<file path="src/sv/mcsw_pkg.sv">
// ----------------------------------------------------------------------------
// mcsw_pkg
// Shared types and constants for the multi-channel soft watchdog.
// ----------------------------------------------------------------------------
package mcsw_pkg;

   localparam int NUM_CHANNELS = 8;
   localparam int COUNT_WIDTH  = 32;

   localparam int CH_IDX_W  = (NUM_CHANNELS > 1) ? $clog2(NUM_CHANNELS) : 1;
   localparam int CHAN_W    = 8;
   localparam int SECS_W    = 16;
   localparam int RATE_W    = 10;
   localparam int PROD_W    = SECS_W + RATE_W;
   localparam int OP_W      = 2;
   localparam int CSR_ADDR_W = 2;
   localparam int CSR_DATA_W = 32;

   localparam logic [RATE_W-1:0] TICK_RATE_RESET = RATE_W'(1000);

   typedef enum logic [OP_W-1:0] {
      OP_INIT = 2'd0,
      OP_FEED = 2'd1,
      OP_TICK = 2'd2
   } op_type;

   typedef enum logic [2:0] {
      SEQ_IDLE,
      SEQ_MUL,
      SEQ_INIT,
      SEQ_FEED,
      SEQ_TICK,
      SEQ_DONE
   } seq_state_type;

   typedef enum logic {
      ARITH_MUL,
      ARITH_DEC
   } arith_mode_type;

   typedef struct packed {
      arith_mode_type           mode;
      logic [COUNT_WIDTH-1:0]   a;
      logic [RATE_W-1:0]        b;
   } arith_ctrl_type;

   typedef struct packed {
      logic [COUNT_WIDTH-1:0]   result;
      logic                     zero;
   } arith_stat_type;

endpackage

</file>
<file path="src/sv/mcsw_csr.sv">
// ----------------------------------------------------------------------------
// mcsw_csr
// APB-style register file holding the tick rate.
// ----------------------------------------------------------------------------
module mcsw_csr (
   input  logic                                clock,
   input  logic                                reset,
   input  logic                                psel,
   input  logic                                penable,
   input  logic                                pwrite,
   input  logic [mcsw_pkg::CSR_ADDR_W-1:0]     paddr,
   input  logic [mcsw_pkg::CSR_DATA_W-1:0]     pwdata,
   output logic [mcsw_pkg::CSR_DATA_W-1:0]     prdata,
   output logic                                pready,
   output logic [mcsw_pkg::RATE_W-1:0]         tick_rate
);
   import mcsw_pkg::*;

   logic [RATE_W-1:0] tick_rate_ff;
   logic [RATE_W-1:0] tick_rate_in;
   logic              wr_en;

   // single register: every byte address of the window decodes to it
   logic [CSR_ADDR_W-1:0] addr_unused;
   assign addr_unused = paddr;

   assign pready = 1'b1;
   assign wr_en  = psel & penable & pwrite & pready;

   always_comb begin
      tick_rate_in = tick_rate_ff;
      if (wr_en && (addr_unused == addr_unused)) begin
         tick_rate_in = pwdata[RATE_W-1:0];
      end
   end

   always_ff @(posedge clock) begin
      if (reset) begin
         tick_rate_ff <= TICK_RATE_RESET;
      end else begin
         tick_rate_ff <= tick_rate_in;
      end
   end

   assign prdata    = CSR_DATA_W'(tick_rate_ff);
   assign tick_rate = tick_rate_ff;

endmodule

</file>
<file path="src/sv/mcsw_arith.sv">
// ----------------------------------------------------------------------------
// mcsw_arith
// Shared arithmetic unit: seconds-to-ticks multiply or count decrement,
// with a zero flag on the result.
// ----------------------------------------------------------------------------
module mcsw_arith (
   input  mcsw_pkg::arith_ctrl_type ctrl,
   output mcsw_pkg::arith_stat_type stat
);
   import mcsw_pkg::*;

   logic [PROD_W-1:0]      prod;
   logic [COUNT_WIDTH-1:0] res;

   assign prod = ctrl.a[SECS_W-1:0] * ctrl.b;

   always_comb begin
      case (ctrl.mode)
         ARITH_MUL: begin
            res = COUNT_WIDTH'(prod);
         end
         ARITH_DEC: begin
            res = ctrl.a - COUNT_WIDTH'(1);
         end
         default: begin
            res = ctrl.a;
         end
      endcase
   end

   assign stat.result = res;
   assign stat.zero   = (res == '0);

endmodule

</file>
<file path="src/sv/multi_channel_soft_watchdog.sv">
// ----------------------------------------------------------------------------
// multi_channel_soft_watchdog
// Bank of software watchdog channels driven by init, feed and tick commands.
// ----------------------------------------------------------------------------
// Usage:
//  - Command channel: drive req_* and pulse start while busy is low; the
//    transaction is taken on that edge and busy rises on the next cycle.
//  - Operations: init loads a channel's reload and count with
//    timeout_seconds * tick_rate and suspends it; feed reloads the count
//    and sets the channel running; tick walks the channels in index order.
//  - Result channel: rsp_valid is high for exactly one cycle per command,
//    carrying rsp_accepted, rsp_reset_request, rsp_expired_channel and
//    rsp_halted. There is no back-pressure; the receiver must take it.
//  - Steps: init is capture, multiply, write, result; feed is capture,
//    write, result; a rejected command or a tick while halted is capture,
//    result; tick is capture, one walk step per channel visited, result.
//    The single shared arithmetic unit decrements one channel per cycle.
//  - A new command is taken the cycle after rsp_valid.
//  - Reset: all channels suspended with zero reload and count, halt latch
//    clear, tick_rate 1000. Only reset clears the halt latch.
//  - tick_rate (APB-style port): user must write only while idle; unenforced.
// ----------------------------------------------------------------------------
module multi_channel_soft_watchdog (
   input  logic                               clock,
   input  logic                               reset,
   // command channel
   input  logic                               start,
   output logic                               busy,
   input  logic [mcsw_pkg::OP_W-1:0]          req_operation,
   input  logic [mcsw_pkg::CHAN_W-1:0]        req_channel,
   input  logic [mcsw_pkg::SECS_W-1:0]        req_timeout_seconds,
   // result channel
   output logic                               rsp_valid,
   output logic                               rsp_accepted,
   output logic                               rsp_reset_request,
   output logic [mcsw_pkg::CHAN_W-1:0]        rsp_expired_channel,
   output logic                               rsp_halted,
   // register port
   input  logic                               psel,
   input  logic                               penable,
   input  logic                               pwrite,
   input  logic [mcsw_pkg::CSR_ADDR_W-1:0]    paddr,
   input  logic [mcsw_pkg::CSR_DATA_W-1:0]    pwdata,
   output logic [mcsw_pkg::CSR_DATA_W-1:0]    prdata,
   output logic                               pready
);
   import mcsw_pkg::*;

   localparam logic [CH_IDX_W-1:0] LAST_IDX = CH_IDX_W'(NUM_CHANNELS - 1);

   // sequencer
   seq_state_type state_ff, state_in;

   // captured transaction
   logic [CH_IDX_W-1:0]    ch_ff,   ch_in;
   logic [SECS_W-1:0]      secs_ff, secs_in;

   // walk index and multiply result
   logic [CH_IDX_W-1:0]    idx_ff,  idx_in;
   logic [COUNT_WIDTH-1:0] product_ff, product_in;

   // channel state
   logic [COUNT_WIDTH-1:0] reload_ff [NUM_CHANNELS];
   logic [COUNT_WIDTH-1:0] count_ff  [NUM_CHANNELS];
   logic [NUM_CHANNELS-1:0] running_ff;
   logic                   halt_ff, halt_in;

   // result registers
   logic                   accepted_ff, accepted_in;
   logic                   rreq_ff,     rreq_in;
   logic [CHAN_W-1:0]      expired_ff,  expired_in;

   // channel write port
   logic                   reload_we;
   logic                   count_we;
   logic [CH_IDX_W-1:0]    count_wa;
   logic [COUNT_WIDTH-1:0] count_wd;
   logic                   run_we;
   logic                   run_wd;

   logic                   ch_ok;
   logic [RATE_W-1:0]      tick_rate;
   arith_ctrl_type         arith_ctrl;
   arith_stat_type         arith_stat;

   mcsw_csr u_csr (
      .clock     (clock),
      .reset     (reset),
      .psel      (psel),
      .penable   (penable),
      .pwrite    (pwrite),
      .paddr     (paddr),
      .pwdata    (pwdata),
      .prdata    (prdata),
      .pready    (pready),
      .tick_rate (tick_rate)
   );

   mcsw_arith u_arith (
      .ctrl (arith_ctrl),
      .stat (arith_stat)
   );

   // channel index range check, one bit wider to hold the channel count
   assign ch_ok = ({1'b0, req_channel} < (CHAN_W + 1)'(NUM_CHANNELS));

   always_comb begin
      state_in    = state_ff;
      ch_in       = ch_ff;
      secs_in     = secs_ff;
      idx_in      = idx_ff;
      product_in  = product_ff;
      halt_in     = halt_ff;
      accepted_in = accepted_ff;
      rreq_in     = rreq_ff;
      expired_in  = expired_ff;

      reload_we = 1'b0;
      count_we  = 1'b0;
      count_wa  = ch_ff;
      count_wd  = product_ff;
      run_we    = 1'b0;
      run_wd    = 1'b0;

      arith_ctrl.mode = ARITH_DEC;
      arith_ctrl.a    = count_ff[idx_ff];
      arith_ctrl.b    = tick_rate;

      case (state_ff)
         SEQ_IDLE: begin
            if (start) begin
               ch_in       = req_channel[CH_IDX_W-1:0];
               secs_in     = req_timeout_seconds;
               idx_in      = '0;
               accepted_in = 1'b0;
               rreq_in     = 1'b0;
               expired_in  = '0;
               case (req_operation)
                  OP_INIT: begin
                     accepted_in = ch_ok;
                     state_in    = ch_ok ? SEQ_MUL : SEQ_DONE;
                  end
                  OP_FEED: begin
                     accepted_in = ch_ok;
                     state_in    = ch_ok ? SEQ_FEED : SEQ_DONE;
                  end
                  OP_TICK: begin
                     accepted_in = 1'b1;
                     // halted: a tick changes nothing
                     state_in    = halt_ff ? SEQ_DONE : SEQ_TICK;
                  end
                  default: begin
                     state_in = SEQ_DONE;
                  end
               endcase
            end
         end
         SEQ_MUL: begin
            arith_ctrl.mode = ARITH_MUL;
            arith_ctrl.a    = COUNT_WIDTH'(secs_ff);
            product_in      = arith_stat.result;
            state_in        = SEQ_INIT;
         end
         SEQ_INIT: begin
            reload_we = 1'b1;
            count_we  = 1'b1;
            run_we    = 1'b1;
            run_wd    = 1'b0;
            state_in  = SEQ_DONE;
         end
         SEQ_FEED: begin
            count_we = 1'b1;
            count_wd = reload_ff[ch_ff];
            run_we   = 1'b1;
            run_wd   = 1'b1;
            state_in = SEQ_DONE;
         end
         SEQ_TICK: begin
            // one channel per cycle; a zero count wraps and does not expire
            if (running_ff[idx_ff]) begin
               count_we = 1'b1;
               count_wa = idx_ff;
               count_wd = arith_stat.result;
            end
            if (running_ff[idx_ff] && arith_stat.zero) begin
               halt_in    = 1'b1;
               rreq_in    = 1'b1;
               expired_in = CHAN_W'(idx_ff);
               state_in   = SEQ_DONE;
            end else if (idx_ff == LAST_IDX) begin
               state_in = SEQ_DONE;
            end else begin
               idx_in = idx_ff + CH_IDX_W'(1);
            end
         end
         SEQ_DONE: begin
            state_in = SEQ_IDLE;
         end
         default: begin
            state_in = SEQ_IDLE;
         end
      endcase
   end

   always_ff @(posedge clock) begin
      if (reset) begin
         state_ff <= SEQ_IDLE;
         halt_ff  <= 1'b0;
      end else begin
         state_ff <= state_in;
         halt_ff  <= halt_in;
      end
   end

   always_ff @(posedge clock) begin
      ch_ff       <= ch_in;
      secs_ff     <= secs_in;
      idx_ff      <= idx_in;
      product_ff  <= product_in;
      accepted_ff <= accepted_in;
      rreq_ff     <= rreq_in;
      expired_ff  <= expired_in;
   end

   // channel bank: architectural state, cleared by reset
   always_ff @(posedge clock) begin
      if (reset) begin
         for (int i = 0; i < NUM_CHANNELS; i++) begin
            reload_ff[i] <= '0;
            count_ff[i]  <= '0;
         end
         running_ff <= '0;
      end else begin
         if (reload_we) begin
            reload_ff[ch_ff] <= product_ff;
         end
         if (count_we) begin
            count_ff[count_wa] <= count_wd;
         end
         if (run_we) begin
            running_ff[ch_ff] <= run_wd;
         end
      end
   end

   assign busy                = (state_ff != SEQ_IDLE);
   assign rsp_valid           = (state_ff == SEQ_DONE);
   assign rsp_accepted        = accepted_ff;
   assign rsp_reset_request   = rreq_ff;
   assign rsp_expired_channel = expired_ff;
   assign rsp_halted          = halt_ff;

endmodule
</file>
<file path="config.mk">
export PLATFORM = sky130hd
export DESIGN_NAME = multi_channel_soft_watchdog
export DESIGN_NICKNAME = d
export VERILOG_FILES = /design/src/sv/mcsw_pkg.sv /design/src/sv/mcsw_csr.sv /design/src/sv/mcsw_arith.sv /design/src/sv/multi_channel_soft_watchdog.sv
export SDC_FILE = /design/constraint.sdc
export NUM_CORES = 1
export LEC_CHECK = 0
export CAP_MARGIN = 10
export CORE_AREA = 2 2 372 374
export CTS_CLUSTER_SIZE = 30
export DETAILED_ROUTE_END_ITERATION = 16
export DIE_AREA = 0 0 374 376
export DONT_BUFFER_PORTS = 1
export GPL_TIMING_DRIVEN = 0
export HOLD_SLACK_MARGIN = 0.05
export PLACE_DENSITY = 0.45
export SETUP_SLACK_MARGIN = 0.2
export SLEW_MARGIN = 20
export SYNTH_ARGS = -nofsm -noshare
export SYNTH_HDL_FRONTEND = slang
export SYNTH_HIERARCHICAL = 1
export SYNTH_SLANG_ARGS = --single-unit
</file>
<file path="constraint.sdc">
create_clock -name clock -period 20.8 [get_ports clock]
set_input_delay 4.16 -clock clock [delete_from_list [all_inputs] [get_ports clock]]
set_output_delay 4.16 -clock clock [all_outputs]
set_load 0.01 [all_outputs]
</file>
; Word-level counts from Yosys, hierarchy flattened
; Memories as Yosys holds them, arrays and structs flattened. A register that Yosys moved wholly into a read port is not among the register bits.
; Cells that the tools add are included.
[totals]
ff_bits = 86
ram_bits = 512
out_inout_bits = 46
wordCells = 103
n_memories = 2
[memory_table]
columns = name, words, width, read_ports, rd_clocked_by_memory_dff, wr, line_no
row1 = count_ff, 8, 32, 1, 1, 8, multi_channel_soft_watchdog.sv:64  ; logic [COUNT_WIDTH-1:0] count_ff [NUM_CHANNELS];
row2 = reload_ff, 8, 32, 1, 1, 8, multi_channel_soft_watchdog.sv:63  ; logic [COUNT_WIDTH-1:0] reload_ff [NUM_CHANNELS];
[classes]
add_sub_neg = 2
mul = 1
n_lt_le_gt_ge = 4
n_eq_ne = 13
n_mux = 51
bitwise = 3
reduce_logical = 16
[op_table]
columns = operator, n
row1 = case mux 32 bit (2 select lines), 2
row2 = 2-to-1 mux 32 bit, 3
row3 = OR reduction 32 bit, 2
row4 = 2-to-1 mux 3 bit, 14
row5 = 2-to-1 mux 33 bit, 1
row6 = zero test 32 bit, 1
row7 = subtractor 32 x 1 -> 32 bit (second input constant), 1
row8 = multiplier 16 x 10 -> 26 bit, 1
row9 = 2-to-1 mux 1 bit, 19
row10 = 2-to-1 mux 8 bit, 2
row11 = case mux 8 bit (2 select lines), 1
row12 = case mux 3 bit (4 select lines), 1
row13 = equality test 3 bit (second input constant), 3
row14 = case mux 3 bit (3 select lines), 1
row15 = bitwise mux 8 bit, 1
row16 = less-than comparator 3 x 4 -> 1 bit (second input constant), 2
row17 = less-than comparator 8 x 4 -> 1 bit (second input constant), 1
row18 = != test 2 bit (second input constant), 4
row19 = equality test 3 x 2 -> 1 bit (second input constant), 2
row20 = case mux 1 bit (2 select lines), 3
row21 = case mux 3 bit (2 select lines), 1
row22 = AND reduction 2 bit, 3
row23 = AND reduction 4 bit, 1
row24 = OR reduction 2 bit, 2
row25 = other kinds (16), 18

; Depth between registers and ports, before layout
; Gate-level depths: netlist of the first run.
[logic_depth]
ltp_word = 9
ltp_mapped = 30

; By module
; The synthesis of the first run kept the hierarchy.
[by_module_without_submodules]
columns = module, instances, cells_per_inst, area_per_inst_um2, seq_area_each_um2
row1 = multi_channel_soft_watchdog, 1, 1732, 27062.2, 17506.8
row2 = mcsw_arith, 1, 789, 6251.0, 0.0
row3 = mcsw_csr, 1, 79, 681.9, 200.2

; Worst setup path after synthesis of the first run
; OpenSTA, ideal clock, no wires.
[synth_path]
kind = register to register
start = register (tool-made name)
end = register expired_ff[0], in the netlist rsp_expired_channel[0], enable pin
setup_ns = 0.308
arrival_ns = 7.776
setup_slack_ns = 12.716
path_stages_with_launch = 31
path_buffers = 4
synth_period_minus_slack_ns = 8.084
cell_sequence = dfxtp_1 clkbuf_1 buf_2 mux4_2 mux2i_1 o21ai_0 clkbuf_1 nand2_1 fa_1 inv_1 fa_1 inv_1 fa_1 inv_1 fa_1 inv_1 fa_1 inv_1 ha_1 clkbuf_1 nand2_1 a21oi_1 o31ai_2 o21bai_1 a221oi_2 xor2_1 o21ai_0 or2_0 nor4_1 nand3_1 nand2_1
[synth_lines]
columns = item, line_no
row1 = "end signal, assigned", multi_channel_soft_watchdog.sv:222  ; expired_ff <= expired_in;
row2 = "end, declared", multi_channel_soft_watchdog.sv:71  ; logic [CHAN_W-1:0] expired_ff, expired_in;

==> impl_metrics.yaml, run 1 <==
yosys:
  synth.distinct_cells: 75
  ys_seq_area_frac: 0.521
  avgSynthCellArea_um2: 13.1
  yosys_warnings: 6
  netlist_instances: 2600
  synth_edf_count: 571
  yosys_register_bits: 599
  async_reset_ff_frac: 0
  netlist_area_um2: 34000
  synth_top_flop_cell: "edfxtp_1"
clocking:
  clk_pin_slew_ps: 60
  post_cts_buffers: 0
  numClockSinks: 599
  clockBufferDepth: 3
  hold_buffers: 0
  h-tree-depth: 3
  numCtsBuffers: 71
  clockRootBuffer: "clkbuf_16"
  insertion_delay_ps: 670
  tritoncts: "built"
  cts-resized-gates: 0
critical_path:
  cp.required_ps: 21360
  path_class: "flip-flop to flip-flop"
  startpoint_type: "flip-flop"
  slowest_stage: "o21ai_0"
  cp_max_fo: 10
  endpoint_kind: "flip-flop"
  arrival_ps: 11230
  max_stage_delay_ps: 900
placed_design:
  port_buffers: 0
  place.gp.congestion: 0.844
  place_inst: 4444
  dp_hpwl_mm: 80.4
sta:
  worst_pin_slew_ps: 1230
  slew_viol_final: 0
  finalCritPeriodShare: 0.513
  holdWs_ps: 497
  fmax_mhz: 93.7
  setup_violations: 0
  rsz0062_at_grt: "false"
  slew_headroom: 0.178
  finalHoldViolations: 0
  skew_ps: 61.6
  fin_crit_ps: 10670
  final.setup.tns_ps: 0
drt:
  drc: 0
  antenna_left: 0
  viasPerCell: 4.86
  firstDrtPassIters: 5
  drt_wl_total_mm: 110
  wl_per_cell_um: 24.2
  vias: 22200
  drt_iter0_drc: 2100
floorplanning:
  fp.coreArea_um2: 137000
  dieWidth_um: 374
  initial_core_util: 0.249
  num_io_pins: 112
  die_y_um: 376
  die_area_um2: 141000
  std_cell_rows: 136
final_layout:
  antenna_cells: 0
  regArea_um2: 17700
  nNetsFinal: 2963
  final_core_util: 0.288
  drive_above_1_share: 0.146
  fillCellCount: 13900
  multi_input_area_um2: 14800
  layout_common_cells: "edfxtp_1, and2_1, a211oi_1"
  area_delta_synth_final_pct: 15.7
  fin_cells: 4562
  mostFrequentLayoutCell: "edfxtp_1"
global_route:
  grt_max_degree: 31
  antenna_found_initial: 4
  grt_pass1_wl_mm: 163
  grt_usage: 0.157
  grt_overflow_total: 0
  grt_pass1_vias: 22800
run:
  drv_cap: 0
worst_hold_path:
  hold_class: "flip-flop to flip-flop"
  min_from: "running_ff[1]"
status:
  run_status: "completed"
synthesized netlist by cell type, types with 19 or more instances:
library cell,instances,area [µm²]
o211ai_1,38,285
mux4_2,132,2970
inv_1,131,492
clkbuf_1,128,480
fa_1,110,2200
ha_1,64,801
xnor2_1,21,184
nand2_1,147,552
a31oi_1,39,244
edfxtp_1,571,17100
nor3_1,19,95.1
a21oi_1,30,150
nor2_1,86,323
dfxtp_1,28,561
xor2_1,21,184
a211oi_1,263,1970
buf_2,45,225
o21ai_0,41,205
a22o_1,33,289
buf_4,49,368
and2_1,343,2150
mux2i_1,50,500
o21bai_1,20,150
cells by family (layout without fill, tap and decap cells):
family | after synthesis | count (layout) | synth area share
other cells | 3 | 28 | 0.000331
fa+ha+maj | 174 | 174 | 0.0883
compound gates | 518 | 518 | 0.111
simple gates | 699 | 699 | 0.113
mux | 188 | 188 | 0.104
xor+xnor | 42 | 42 | 0.0108
flops | 599 | 599 | 0.521
buf+inv | 377 | 520 | 0.0520
per-stage QoR:
| stage | area (µm²) | setup WS, ps |
|---|---|---|
| final | 39300 | 10130 |
| after global routing | 39300 | 9500 |
| after CTS | 39300 | 10220 |
| after detailed placement | 37100 | 10250 |
| after global placement | 36300 | 8470 |
| after floorplan | 34100 | 12720 |
cell type report:
cell class	count	area share
clock buffers	86	0.0471
plain buffers	245	0.0324
clock inverters	32	0.00964
repair buffers	25	0.0151
flip-flops and latches	599	0.450
well taps	1794	0.0571
multi-input cells	1649	0.376
inverters	132	0.0126
layer usage:
| metal | track usage | wire (µm) |
|---|---|---|
| met1 | 0.221 | 50600 |
| met2 | 0.248 | 50900 |
| met3 | 0.0292 | 6400 |
| met4 | 0.0409 | 2430 |
| met5 | 0 | 14 |
critical path, delay by kind of cell, from the launching register on:
kind | cells | cell delay, ps
AOI/OAI and AO/OA | 8 | 2880
xor gates and xnor gates | 1 | 320
adders and majority gates | 6 | 2920
buffers and inverters | 10 | 2780
DFF | 1 | 300
muxes | 2 | 510
and+or+nand+nor | 4 | 850
flip-flops by register name, summed over array words and instances (netlist names), named ones only:
signal,cells
ch_ff,3
count_ff,256
idx_ff,3
product_ff,32
reload_ff,256
rsp_accepted,1
rsp_expired_channel,3
rsp_halted,1
rsp_reset_request,1
running_ff,8
secs_ff,16
state_ff,3
u_csr/tick_rate,10
path summary, 6_finish.rpt:
check                                     end  slack (ps)  cells past startpoint
worst max-delay path              state_ff[0]       10130                     31
worst min-delay path            running_ff[1]         500                      2
worst max register to register    state_ff[0]       10130                     31
worst min register to register  running_ff[1]         500                      2
Power of run 1 is not shown: default switching activity piles up to over one toggle a cycle in this logic, so the estimate is an artifact.
==> run 2: changes to the inputs <==
--- a/config.mk
+++ b/config.mk
@@ -5,11 +5,12 @@
 export SDC_FILE = /design/constraint.sdc
 export NUM_CORES = 1
 export LEC_CHECK = 0
+export ABC_AREA = 1
 export CAP_MARGIN = 10
-export CORE_AREA = 2 2 372 374
+export CORE_AREA = 2 2 374 376
 export CTS_CLUSTER_SIZE = 30
 export DETAILED_ROUTE_END_ITERATION = 16
-export DIE_AREA = 0 0 374 376
+export DIE_AREA = 0 0 376 378
 export DONT_BUFFER_PORTS = 1
 export GPL_TIMING_DRIVEN = 0
 export HOLD_SLACK_MARGIN = 0.05
==> constraint.sdc (replaced) <==
create_clock -name clock -period 11.2 [get_ports clock]
set_input_delay 2.24 -clock clock [delete_from_list [all_inputs] [get_ports clock]]
set_output_delay 2.24 -clock clock [all_outputs]
set_load 0.01 [all_outputs]
==> impl_metrics.yaml, run 2 <==
final_layout:
  nNetsFinal: 4179
  mostFrequentLayoutCell: "nor2_1"
  area_delta_synth_final_pct: 14.9
  layout_common_cells: "nor2_1, nand2_1, edfxtp_1"
  reg_top3: "count_ff x256, reload_ff x256, product_ff x32"
  antenna_cells: 0
  drive_above_1_share: 0.0818
  fillCellCount: 14900
clocking:
  clockBufferDepth: 3
  hold_buffers: 0
  numClockSinks: 599
  numCtsBuffers: 71
  h-tree-depth: 3
  clockRootBuffer: "clkbuf_16"
  cts-resized-gates: 0
  clk_pin_slew_ps: 60
  post_cts_buffers: 0
  tritoncts: "built"
  insertion_delay_ps: 670
sta:
  final.setup.tns_ps: 0
  slew_headroom: 0.328
  fin_crit_ps: 9480
  fmax_mhz: 106
  rsz0062_at_grt: "false"
  finalHoldViolations: 0
  finalCritPeriodShare: 0.846
  skew_ps: 34.9
  setup_violations: 0
  worst_pin_slew_ps: 1010
  slew_viol_final: 0
critical_path:
  path_class: "flip-flop to flip-flop"
  cp.required_ps: 11530
  arrival_ps: 9810
  endpoint_kind: "flip-flop"
  slowest_stage: "clkbuf_1"
  cp_max_fo: 10
  max_stage_delay_ps: 660
  startpoint_type: "flip-flop"
yosys:
  ys_seq_area_frac: 0.517
  synth_area_leader_cell: "edfxtp_1"
  synth.distinct_cells: 44
  netlist_instances: 3825
  avgSynthCellArea_um2: 8.95
  synth_edf_count: 571
  synth_top_flop_cell: "edfxtp_1"
  synthTopCellsByCount: "nor2_1, nand2_1, edfxtp_1"
  synth_top_area_frac: 0.501
  synth.most_common_cell: "nor2_1"
  yosys_warnings: 6
  netlist_area_um2: 34200
  synthTopCellsByArea: "edfxtp_1, nor2_1, nand2_1, fa_1, inv_1"
  async_reset_ff_frac: 0
  yosys_register_bits: 599
placed_design:
  dp_hpwl_mm: 88.4
  port_buffers: 0
  place.gp.congestion: 0.870
drt:
  wl_per_cell_um: 21.0
  drc: 0
  drt_iter0_drc: 2182
  antenna_left: 0
  firstDrtPassIters: 6
  viasPerCell: 4.59
  vias: 26600
  drt_wl_total_mm: 122
global_route:
  antenna_found_initial: 3
  grt_pass1_vias: 26200
  grt_overflow_total: 0
  grt_usage: 0.170
  grt_max_degree: 42
  grt_pass1_wl_mm: 177
floorplanning:
  die_area_um2: 142000
  std_cell_rows: 137
  initial_core_util: 0.247
  die_y_um: 378
  num_io_pins: 112
  fp.coreArea_um2: 139000
  dieWidth_um: 376
run:
  drv_cap: 0
worst_hold_path:
  hold_class: "flip-flop to flip-flop"
status:
  run_status: "completed"
## run 2: cell count changes in the layout (fill, tap and decap cells not counted), moves of 132 or more
cell / before / now
nand3_1: 18 / 226
nor2_1: 86 / 1010
inv_1: 130 / 361
nand2_1: 147 / 589
mux4_2: 132 / 0
and2_1: 343 / 2
a211oi_1: 263 / 0
o21ai_0: 38 / 242
## run 2: worst paths after layout
kind                               startpoint                 to  slack (ps)  cells after the start
worst max-delay path                flip-flop  rsp_reset_request        1720                     30
worst min-delay path            running_ff[0]      running_ff[0]         470                      2
worst max register to register      flip-flop  rsp_reset_request        1720                     30
worst min register to register  running_ff[0]      running_ff[0]         470                      2
## run 2: logic make-up after synthesis
logic type,count (synthesis),synth area share
and+or+nand+nor,1951,0.234
buffers and inverters,672,0.0847
DFF,599,0.517
AOI/OAI and AO/OA,388,0.0653
adders and majority gates,174,0.0877
muxes,27,0.00790
xor gates and xnor gates,11,0.00281
other,3,0.000329
## run 2: critical path, delay by kind of cell (launching register included)
kind | cells | cell delay (ps)
compound gates | 5 | 1320
fa+ha+maj | 6 | 3010
buf+inv | 8 | 2330
flops | 1 | 360
simple gates | 11 | 2080
## run 2: metrics by stage
step / setup slack [ps] / cell area [µm²] / cells / util / hold slack (ps)
floorplan: 3910 / 34300 / 3850 / - / 439
global placement: 1100 / 36600 / 5657 / 0.264 / 453
detailed placement: 1810 / 37000 / 5673 / 0.267 / 456
CTS: 1760 / 39300 / 5803 / 0.284 / 466
global route: 1260 / 39300 / 5803 / 0.284 / 490
finish: 1720 / 39300 / 5803 / 0.284 / 470
## run 2: per-layer routing
| layer | part of all wire | up-vias | GRT usage |
|---|---|---|---|
| met1 | 0.44 | 13100 | 0.225 |
| met3 | 0.067 | 132 | 0.0330 |
| li1 | - | 12600 | - |
| met2 | 0.47 | 794 | 0.284 |
| met5 | 0.00031 | - | 0 |
| met4 | 0.022 | 6 | 0.0443 |
## run 2: area by class of cell
class	instances	area [µm²]	area share
Clock inverter	39	390	0.00993
Sequential cell	599	17700	0.450
Multi-Input combinational cell	2579	13800	0.350
Clock buffer	91	1940	0.0492
Tap cell	1807	2260	0.0575
Buffer	245	1300	0.0331
Inverter	427	1600	0.0408
Timing Repair Buffer	16	358	0.00910
Power of run 2 is left out for the same reason.
